<file path="src/hw/rtl/zrs_pkg.sv">
// Package for the zone run sequencer: beat types, command and zone-state codes.
// Used by zone_run_sequencer; depends on nothing else.
package zrs_pkg;

  typedef enum logic [1:0] {
    FuncTick   = 2'd0,
    FuncAppend = 2'd1,
    FuncStart  = 2'd2,
    FuncStop   = 2'd3
  } zrs_func_e;

  typedef enum logic [1:0] {
    ZoneIdle   = 2'd0,
    ZoneActive = 2'd1,
    ZoneDone   = 2'd2
  } zrs_zone_state_e;

  localparam int unsigned SecPerMin  = 60;
  localparam int unsigned ElapsedW   = 14;
  localparam logic [ElapsedW-1:0] ElapsedMax = {ElapsedW{1'b1}};
  localparam int unsigned RelayBits  = 8;

  typedef struct packed {
    zrs_func_e   func;
    logic [3:0]  zone_id;
    logic [7:0]  duration_min;
  } zrs_in_t;

  typedef struct packed {
    logic [7:0]          relay_drive;
    logic [3:0]          active_zone;
    logic                watering;
    logic [ElapsedW-1:0] remaining_seconds;
    logic [15:0]         zone_states;
    logic                zone_completed;
    logic                entry_dropped;
  } zrs_out_t;

endpackage

</file>
<file path="src/hw/rtl/zone_run_sequencer.sv">
// Zone run sequencer top level: run list, zone timer and result register.
// Depends on zrs_pkg.

// Takes one command beat per cycle (tick, append, start, stop) and returns one result
// beat for each in the cycle after acceptance; a new beat is accepted in every cycle while
// the result register is empty or being drained. The run list sits in a small memory with
// a registered read that always holds the entry at the current list position; a copy of
// the first entry serves restarts. Relay outputs are active low, with at most one low.
// num_zones may be written at any idle time and is clamped to ZONE_COUNT.
module zone_run_sequencer
  import zrs_pkg::*;
#(
  parameter int unsigned ZONE_COUNT = 8,
  parameter int unsigned LIST_DEPTH = 16
) (
  input  logic       clk_i,
  input  logic       rst_ni,
  input  logic       cfg_we_i,
  input  logic [3:0] cfg_wdata_i,
  input  logic       in_valid_i,
  output logic       in_ready_o,
  input  zrs_in_t    in_i,
  output logic       out_valid_o,
  input  logic       out_ready_i,
  output zrs_out_t   out_o
);

  localparam int unsigned CntW   = $clog2(LIST_DEPTH + 1);
  localparam int unsigned AddrW  = (LIST_DEPTH > 1) ? $clog2(LIST_DEPTH) : 1;
  localparam int unsigned Shown  = (ZONE_COUNT < RelayBits) ? ZONE_COUNT : RelayBits;
  localparam logic [4:0]  ZoneMax = 5'(ZONE_COUNT);

  logic [3:0]            num_zones_q;
  logic [CntW-1:0]       count_q, count_d;
  logic [CntW-1:0]       pos_q, pos_d;
  logic [3:0]            cur_q, cur_d;
  logic [7:0]            min_q, min_d;
  logic [ElapsedW-1:0]   el_q, el_d;
  zrs_zone_state_e       pzs_q [ZONE_COUNT];
  zrs_zone_state_e       pzs_d [ZONE_COUNT];

  logic [11:0]           mem [LIST_DEPTH];
  logic [11:0]           head_q, first_q, entry, wdata;
  logic                  we;
  logic [AddrW-1:0]      waddr, raddr;

  logic                  accept, out_valid_q, do_next, completed, dropped;
  logic [4:0]            limit;
  logic [ElapsedW-1:0]   total_q, total_d;
  zrs_out_t              out_d, out_q;

  assign accept     = in_valid_i && in_ready_o;
  assign in_ready_o = !out_valid_q || out_ready_i;
  assign limit      = ({1'b0, num_zones_q} > ZoneMax) ? ZoneMax : {1'b0, num_zones_q};
  assign total_q    = ElapsedW'(min_q) * ElapsedW'(SecPerMin);
  assign total_d    = ElapsedW'(min_d) * ElapsedW'(SecPerMin);
  assign waddr      = count_q[AddrW-1:0];
  assign wdata      = {in_i.zone_id, in_i.duration_min};
  assign raddr      = (pos_d < CntW'(LIST_DEPTH)) ? pos_d[AddrW-1:0] : '0;

  always_comb begin
    count_d   = count_q;
    pos_d     = pos_q;
    cur_d     = cur_q;
    min_d     = min_q;
    el_d      = el_q;
    pzs_d     = pzs_q;
    completed = 1'b0;
    dropped   = 1'b0;
    we        = 1'b0;
    do_next   = 1'b0;
    entry     = head_q;

    if (accept) begin
      case (in_i.func)
        FuncTick: begin
          if (cur_q != 4'd0) begin
            if (el_q != ElapsedMax) el_d = el_q + ElapsedW'(1);
            if (el_d >= total_q) begin
              for (int unsigned i = 0; i < ZONE_COUNT; i++) begin
                if ({1'b0, cur_q} == 5'(i + 1)) pzs_d[i] = ZoneDone;
              end
              cur_d     = 4'd0;
              min_d     = 8'd0;
              completed = 1'b1;
              do_next   = 1'b1;
            end
          end
        end
        FuncAppend: begin
          if (count_q < CntW'(LIST_DEPTH)) begin
            we      = 1'b1;
            count_d = count_q + CntW'(1);
          end else begin
            dropped = 1'b1;
          end
        end
        FuncStart: begin
          cur_d = 4'd0;
          min_d = 8'd0;
          for (int unsigned i = 0; i < ZONE_COUNT; i++) pzs_d[i] = ZoneIdle;
          pos_d   = '0;
          do_next = 1'b1;
          entry   = first_q;
        end
        default: begin
          cur_d   = 4'd0;
          min_d   = 8'd0;
          count_d = '0;
          pos_d   = '0;
          for (int unsigned i = 0; i < ZONE_COUNT; i++) pzs_d[i] = ZoneIdle;
        end
      endcase
    end

    // advance to the next entry; a bad zone number consumes it and halts the run
    if (do_next && (pos_d < count_d)) begin
      pos_d = pos_d + CntW'(1);
      if ((entry[11:8] != 4'd0) && ({1'b0, entry[11:8]} <= limit)) begin
        cur_d = entry[11:8];
        min_d = entry[7:0];
        el_d  = '0;
        for (int unsigned i = 0; i < ZONE_COUNT; i++) begin
          if ({1'b0, entry[11:8]} == 5'(i + 1)) pzs_d[i] = ZoneActive;
        end
      end
    end
  end

  always_comb begin
    out_d = '0;
    for (int unsigned i = 0; i < RelayBits; i++) begin
      out_d.relay_drive[i] = !(cur_d == 4'(i + 1));
    end
    out_d.active_zone = cur_d;
    out_d.watering    = (cur_d != 4'd0);
    if ((cur_d != 4'd0) && (total_d > el_d)) out_d.remaining_seconds = total_d - el_d;
    for (int unsigned i = 0; i < Shown; i++) begin
      out_d.zone_states[2*i +: 2] = pzs_d[i];
    end
    out_d.zone_completed = completed;
    out_d.entry_dropped  = dropped;
  end

  // run list: read the entry at the next position every cycle, forwarding a same-cycle write
  always_ff @(posedge clk_i) begin
    if (we) mem[waddr] <= wdata;
    if (we && (waddr == raddr)) begin
      head_q <= wdata;
    end else begin
      head_q <= mem[raddr];
    end
    if (we && (waddr == '0)) first_q <= wdata;
  end

  always_ff @(posedge clk_i or negedge rst_ni) begin
    if (!rst_ni) begin
      num_zones_q <= 4'd8;
      count_q     <= '0;
      pos_q       <= '0;
      cur_q       <= 4'd0;
      min_q       <= 8'd0;
      el_q        <= '0;
      for (int unsigned i = 0; i < ZONE_COUNT; i++) pzs_q[i] <= ZoneIdle;
      out_valid_q <= 1'b0;
    end else begin
      if (cfg_we_i) num_zones_q <= cfg_wdata_i;
      count_q <= count_d;
      pos_q   <= pos_d;
      cur_q   <= cur_d;
      min_q   <= min_d;
      el_q    <= el_d;
      pzs_q   <= pzs_d;
      if (accept) begin
        out_valid_q <= 1'b1;
      end else if (out_ready_i) begin
        out_valid_q <= 1'b0;
      end
    end
  end

  // result beat payload: hold until taken
  always_ff @(posedge clk_i) begin
    if (accept) out_q <= out_d;
  end

  assign out_valid_o = out_valid_q;
  assign out_o       = out_q;

endmodule
</file>
<file path="config.mk">
export PLATFORM = sky130hd
export DESIGN_NAME = zone_run_sequencer
export DESIGN_NICKNAME = d
export VERILOG_FILES = /design/src/hw/rtl/zrs_pkg.sv /design/src/hw/rtl/zone_run_sequencer.sv
export SDC_FILE = /design/constraint.sdc
export NUM_CORES = 1
export LEC_CHECK = 0
export ABC_CLOCK_PERIOD_IN_PS = 10700
export BUFFER_PORTS_ARGS = -buffer_cell sky130_fd_sc_hd__buf_2
export CORE_MARGIN = 1
export CORE_UTILIZATION = 57
export CTS_CLUSTER_SIZE = 14
export DETAILED_ROUTE_END_ITERATION = 16
export GPL_TIMING_DRIVEN = 1
export PLACE_DENSITY = 0.78
export SETUP_SLACK_MARGIN = 0.3
export SLEW_MARGIN = 15
export SYNTH_ARGS = -nofsm -noshare
export SYNTH_HDL_FRONTEND = slang
export SYNTH_SLANG_ARGS = --single-unit
</file>
<file path="constraint.sdc">
create_clock -name clk_i -period 10.7 [get_ports clk_i]
set_clock_uncertainty 0.2 [all_clocks]
set_input_delay 1.07 -clock clk_i [delete_from_list [all_inputs] [get_ports clk_i]]
set_output_delay 1.07 -clock clk_i [all_outputs]
set_load 0.01 [all_outputs]
</file>
==> results of run 1 <==
worst max-delay path, delay by kind of cell, from the launching register on:
kind            cells  cell delay, ns
simple gates        3            0.72
fa+ha+maj           8            3.37
buf+inv             1            0.15
compound gates     22            4.15
flops               1            0.44
xor+xnor            1            0.22
mux                 1            0.20
cells in the final DEF (no fill, tap or decap), drive strengths merged, types with 5 or more instances in the layout:
cell	instances
nand4	14
nor3	11
nand2	78
a211oi	5
a31o	10
and3	7
and2	12
nor2b	21
mux2i	20
xor2	16
mux2	10
clkinv	9
inv	100
nor2	87
nor4	7
edfxtp	237
o21bai	6
clkbuf	39
ha	72
o21ai	21
nand3	34
buf	88
a21o	17
fa	23
a31oi	7
a21oi	40
dfrtp	56
mux4	51
nor3b	5
xnor2	31
nand2b	8
routing by layer:
| metal | wire length, um | up-vias | global-route usage (%) |
|---|---|---|---|
| li1 | - | 4252 | - |
| met1 | 13900 | 4528 | 33.8 |
| met2 | 16400 | 316 | 42.8 |
| met3 | 1760 | 75 | 3.31 |
| met4 | 1160 | 0 | 10.1 |
| met5 | 0 | - | 0 |
power by group:
part           switching, uW  internal [uW]  total [uW]
Sequential               102           1380        1480
Clock                    435            600        1040
Combinational           1680           1150        2830
Total                   2210           3140        5350
final cells by class:
| type | count | area share [%] |
|---|---|---|
| sequential | 298 | 51.6 |
| multi-input combinational | 673 | 35.1 |
| clock buffer | 39 | 4.56 |
| timing repair buffer | 88 | 2.92 |
| tap | 330 | 2.47 |
| inverter | 98 | 2.20 |
| clock inverter | 15 | 1.13 |
worst min path at each step:
stage                                   start                  end  slack, ns  depth (start not counted)
after floorplan           pzs_q[10]$_DFF_PN0_  pzs_q[10]$_DFF_PN0_       0.27                          1
after global placement     pzs_q[4]$_DFF_PN0_   pzs_q[4]$_DFF_PN0_       0.29                          1
after detailed placement   pzs_q[4]$_DFF_PN0_   pzs_q[4]$_DFF_PN0_       0.29                          1
after CTS                  pzs_q[4]$_DFF_PN0_   pzs_q[4]$_DFF_PN0_       0.30                          1
after global routing       pzs_q[4]$_DFF_PN0_   pzs_q[4]$_DFF_PN0_       0.31                          1
final                      pzs_q[4]$_DFF_PN0_   pzs_q[4]$_DFF_PN0_       0.31                          1
metrics by stage:
stage	total power [uW]	hold WS, ns
finish	5350	0.307
global route	5730	0.312
CTS	5270	0.304
detailed placement	4200	0.289
global placement	4130	0.288
floorplan	3580	0.272
synthesized netlist by cell type (10+ instances only):
cell      count
fa_1         23
o21ai_0      20
nor2_1       87
nor2b_1      21
mux2i_1      20
nand2_1      78
xnor2_1      31
edfxtp_1    237
ha_1         72
a31o_2       10
a21o_1       17
xor2_1       16
inv_1        95
nand4_1      14
and2_1       12
a21oi_1      40
mux4_2       45
clkbuf_1     19
nand3_1      33
dfrtp_1      56
nor3_1       11
registers in the layout, summed over array words and instances (netlist names), 4 cells and up, named ones only:
name,flops
cur_q,4
count_q,5
pzs_q,16
first_q,11
out_o,45
num_zones_q,4
pos_q,5
el_q,14
mem,181
min_q,8
cells by family after synthesis:
logic type,count (synthesis)
AND/OR/NAND/NOR,298
flip-flops,298
AO/OA/AOI/OAI,151
buffers and inverters,131
adder cells (fa/ha/maj),96
multiplexers,81
XOR/XNOR,47
==> results.json, run 1 <==
{
  "hpwl_um": 22200,
  "report.final.setup_viol": 0,
  "max-vdd-ir-drop_mv": 0.293,
  "gp_congestion": 0.977,
  "crit_top_cell": "a21oi_1",
  "dieArea_um2": 26800,
  "required_ns": 10.79,
  "post_dp_cell_area_um2": 15700,
  "cp-start-kind": "flip-flop",
  "htree_num_levels": 1,
  "worst_path_largest_cell_delay_ns": 0.61,
  "antenna_found_initial": 0,
  "grt_max_degree": 58,
  "cts_made_buffers": 29,
  "placementRows": 58,
  "cts_max_path_buffers": 3,
  "start_util_pct": 58.7,
  "worst_slew_pin_slew_ns": 1.27,
  "hold_viol_final": 0,
  "synth_compound_area_share_pct": 7.16,
  "rr_endpoint": "out_o[19]$_SDFFCE_PN0P_",
  "die_w_um": 164,
  "min_path_type": "flip-flop to flip-flop",
  "cts_root_buf": "clkbuf_16",
  "yosysWarnings": 0,
  "ys.flop_type": "edfxtp_1",
  "synth.top_cell.area_share_pct": 47.7,
  "io_buffers": 69,
  "yosys.area_share.simple_pct": 9.61,
  "fin_area_um2": 16700,
  "grt-ovfl-total": 0,
  "slew_violations": 0,
  "post-route-worst-setup-slack_ns": 0.941,
  "min_period_ns": 9.76,
  "synth-xor-area-share_pct": 2.76,
  "grtUsageTotal_pct": 25.4,
  "grt_pass1_vias": 9219,
  "grt_pass1_wl_um": 51100,
  "reg2reg_setup_slack_ns": 0.94,
  "yosysSeqAreaShare_pct": 57.8,
  "synth.avg_cell_area_um2": 13.5,
  "worstSetupPathType": "flip-flop to flip-flop",
  "cp.arrival_ns": 9.85,
  "drv_cap": 0,
  "insertion_delay_ns": 0.57,
  "fin_nets": 1306,
  "fin_cells": 1541,
  "synth-seq-cells": 298,
  "coreArea_um2": 25400,
  "max_freq_ghz": 0.102,
  "syn_inst": 1102,
  "cp-end-kind": "flip-flop",
  "dp.cells": 1487,
  "path_max_fanout": 13,
  "synth_area_leaders": "edfxtp_1, dfrtp_1, mux4_2",
  "drt_iter0_markers": 721,
  "synth_nets": 1220,
  "regArea_um2": 8630,
  "timing.rr.start": "min_q[0]$_DFF_PN0_",
  "tritoncts": "built",
  "reg2reg_depth": 36,
  "drc": 0,
  "status": "completed",
  "syn_to_final_growth_pct": 12.1,
  "crit_start": "min_q[0]$_DFF_PN0_",
  "power.leakage_uw": 0.00653,
  "postCtsSetupBuffers": 0,
  "fin_setup_tns_ns": 0,
  "cts_resized": 0,
  "synth_top_family_by_area": "multiplexers",
  "netlist.top_cell.by_area": "edfxtp_1",
  "fin_util_pct": 65.8,
  "io_pins": 70,
  "n_fill_cell": 1809,
  "synth.cell_area_um2": 14900,
  "dr_total_vias": 9171,
  "grt_setup_unrepaired": "false",
  "max_slew_margin_pct": 14.4,
  "cts_sinks": 298,
  "fin_crit_sh_pct": 91.2,
  "synth_adder_area_share_pct": 9.19,
  "clkSlewWorstSetupHoldPaths_ns": 0.06,
  "wl_per_cell_um": 21.5,
  "die_y_um": 164,
  "synth-edff-count": 237,
  "async_reset_ff_share_pct": 19.1,
  "multiInputGateArea_um2": 5880,
  "power.density_nw_per_um2": 320,
  "cts_hold_buffers": 0,
  "pre_cts_slack_ns": 0.430,
  "cp-endpoint": "out_o[19]$_SDFFCE_PN0P_",
  "totalWireLength_um": 33100,
  "synth_cell_type_count": 79,
  "drt-pass1-iter-count": 5,
  "drive_above_1_share_pct": 19.2,
  "viasPerCell": 5.95,
  "diodes": 0,
  "synth_mux_area_share_pct": 9.97,
  "critPathSlowestCell": "fa_1",
  "ant_nets": 0
}
Note: power is estimated with default switching activity, not from simulation.
==> run 2: changes to the inputs <==
--- a/config.mk
+++ b/config.mk
@@ -8,11 +8,11 @@
 export ABC_CLOCK_PERIOD_IN_PS = 10700
 export BUFFER_PORTS_ARGS = -buffer_cell sky130_fd_sc_hd__buf_2
 export CORE_MARGIN = 1
-export CORE_UTILIZATION = 57
+export CORE_UTILIZATION = 60
 export CTS_CLUSTER_SIZE = 14
 export DETAILED_ROUTE_END_ITERATION = 16
 export GPL_TIMING_DRIVEN = 1
-export PLACE_DENSITY = 0.78
+export PLACE_DENSITY = 0.81
 export SETUP_SLACK_MARGIN = 0.3
 export SLEW_MARGIN = 15
 export SYNTH_ARGS = -nofsm -noshare
==> run 2 against run 1 <==
Against the previous run: via count grew 1.3%; sequential share of layout area grew 0.062 points; final cell count shrank 0.39%; power shrank 0.66%; combinational power is essentially flat; critical path depth is the same; flip-flop and latch count is the same; maximum frequency is essentially flat; non-clock buffer count shrank 1; worst setup slack gained 0.0095 ns; register-to-register slack is essentially flat; critical path type unchanged; critical endpoint is now out_o[31]$_SDFFCE_PN0P_; largest cell class unchanged.
==> results.json, run 2 (same netlist as run 1, synthesis figures left out) <==
{
  "cp-start-kind": "flip-flop",
  "tritoncts": "built",
  "worst_path_largest_cell_delay_ns": 0.61,
  "hpwl_um": 22500,
  "die_y_um": 160,
  "coreArea_um2": 24300,
  "fin_crit_sh_pct": 91.1,
  "power.density_nw_per_um2": 318,
  "largest_reg_flops": 181,
  "layout_common_cells": "edfxtp_1, inv_1, nor2_1",
  "worstSetupPathType": "flip-flop to flip-flop",
  "status": "completed",
  "cts_sinks": 298,
  "gp_congestion": 0.910,
  "p_sw_uw": 2210,
  "grt_pass1_wl_um": 52000,
  "fin_nets": 1306,
  "postCtsSetupBuffers": 0,
  "diodes": 0,
  "max_freq_ghz": 0.103,
  "required_ns": 10.79,
  "io_pins": 70,
  "wl_per_cell_um": 21.5,
  "grtUsageTotal_pct": 26.7,
  "clkSlewWorstSetupHoldPaths_ns": 0.07,
  "min_path_type": "flip-flop to flip-flop",
  "power.leakage_uw": 0.00651,
  "die_w_um": 160,
  "viasPerCell": 6.05,
  "dr_wl_met3_um": 1830,
  "max_slew_margin_pct": 19.6,
  "critPathSlowestCell": "fa_1",
  "intPower_uw": 3110,
  "grt_pass1_vias": 9577,
  "insertion_delay_ns": 0.58,
  "cts_max_path_buffers": 3,
  "report.final.setup_viol": 0,
  "totalWireLength_um": 33100,
  "drt_iter0_markers": 789,
  "cp.arrival_ns": 9.84,
  "clock_power_share_pct": 19.1,
  "met1_length_um": 13200,
  "drive_above_1_share_pct": 19.4,
  "power_frac_comb_pct": 53.0,
  "grt-ovfl-total": 0,
  "crit_top_cell": "fa_1",
  "min_period_ns": 9.75,
  "max-vdd-ir-drop_mv": 0.230,
  "dr_total_vias": 9291,
  "seq_power_share_pct": 27.9,
  "ant_nets": 0,
  "cts_made_buffers": 30,
  "grt_setup_unrepaired": "false",
  "final_common_cell": "edfxtp_1",
  "drt-pass1-iter-count": 5,
  "path_max_fanout": 4,
  "regMostFlops": "mem",
  "cts_root_buf": "clkbuf_16",
  "syn_to_final_growth_pct": 12.0,
  "drc": 0,
  "n_fill_cell": 1645,
  "worst_slew_pin_slew_ns": 1.20,
  "cp-end-kind": "flip-flop",
  "dieArea_um2": 25500,
  "swShare_pct": 41.5,
  "cts_hold_buffers": 0,
  "slew_violations": 0,
  "placementRows": 57,
  "start_util_pct": 61.3,
  "fin_setup_tns_ns": 0,
  "whs_ns": 0.305,
  "grt_max_degree": 58,
  "drv_cap": 0,
  "maxUsedRoutingLayer": "met4",
  "hold_viol_final": 0,
  "met2WireLength_um": 16600,
  "htree_num_levels": 1,
  "antenna_found_initial": 0,
  "io_buffers": 69
}
run 2: cell types whose count changed in the layout (fill, tap and decap cells not counted), moves of 2 or more:
cell	change
o21ai_4	-2
bufinv_16	-2
clkinvlp_4	+4
clkbuf_1	-6
o21ai_2	+2
clkinv_1	+2
run 2: path summary, 6_finish.rpt:
check	to	cells after the start	start	slack (ns)
hold / removal	num_zones_q[0]$_DFFE_PN0P_	1	num_zones_q[0]$_DFFE_PN0P_	0.30
setup / recovery	out_o[31]$_SDFFCE_PN0P_	36	min_q[0]$_DFF_PN0_	0.95
setup reg to reg	out_o[31]$_SDFFCE_PN0P_	36	min_q[0]$_DFF_PN0_	0.95
hold reg to reg	num_zones_q[0]$_DFFE_PN0P_	1	num_zones_q[0]$_DFFE_PN0P_	0.30
max in group asynchronous	pzs_q[15]$_DFF_PN0_	2	rst_ni	9.27
min in group asynchronous	el_q[11]$_DFF_PN0_	2	rst_ni	0.46
run 2: repair_timing:
action | CTS | global route
resized for setup | 0 | 16
setup endpoints to repair | 0 | 14
endpoints found under the hold margin | 0 | 0
run 2: power by group through the flow:
stage	sequential, uW	clock [uW]	combinational, uW
final	1480	1010	2820
after floorplan	1470	0	2100
after detailed placement	1510	0	2700
after CTS	1480	1020	2730
after global placement	1500	0	2660
after global routing	1500	1060	3120
run 2: per-stage QoR:
stage	cells	util [%]	area, um^2	worst slack [ns]	power (uW)
3_3_place_gp	1480	64.5	15700	0.740	4160
6_report	1535	68.7	16700	0.951	5310
4_1_cts	1535	68.4	16600	0.459	5240
3_5_place_dp	1480	64.5	15700	0.547	4210
5_1_grt	1535	68.7	16700	0.308	5680
2_1_floorplan	1102	-	14900	1.20	3580
run 2: final cells by class:
class,count,area [um^2],share of cell area (%)
Clock inverter,20,181,1.09
Inverter,98,368,2.20
Clock buffer,35,779,4.67
Sequential cell,298,8630,51.6
Tap cell,324,405,2.43
Timing Repair Buffer,87,480,2.88
Multi-Input combinational cell,673,5860,35.1
run 2: critical path, delay by kind of cell (launching register included):
family	cells	cell delay [ns]
fa+ha+maj	8	3.43
compound gates	19	3.89
mux	1	0.19
xor+xnor	1	0.23
buf+inv	2	0.20
simple gates	5	0.87
flops	1	0.44
run 2: metal layers:
layer  vias to the layer above  track usage (%)
li1                       4240                -
met1                      4601             34.1
met2                       351             46.1
met3                        99             3.64
met4                         0             11.2
met5                         -                0
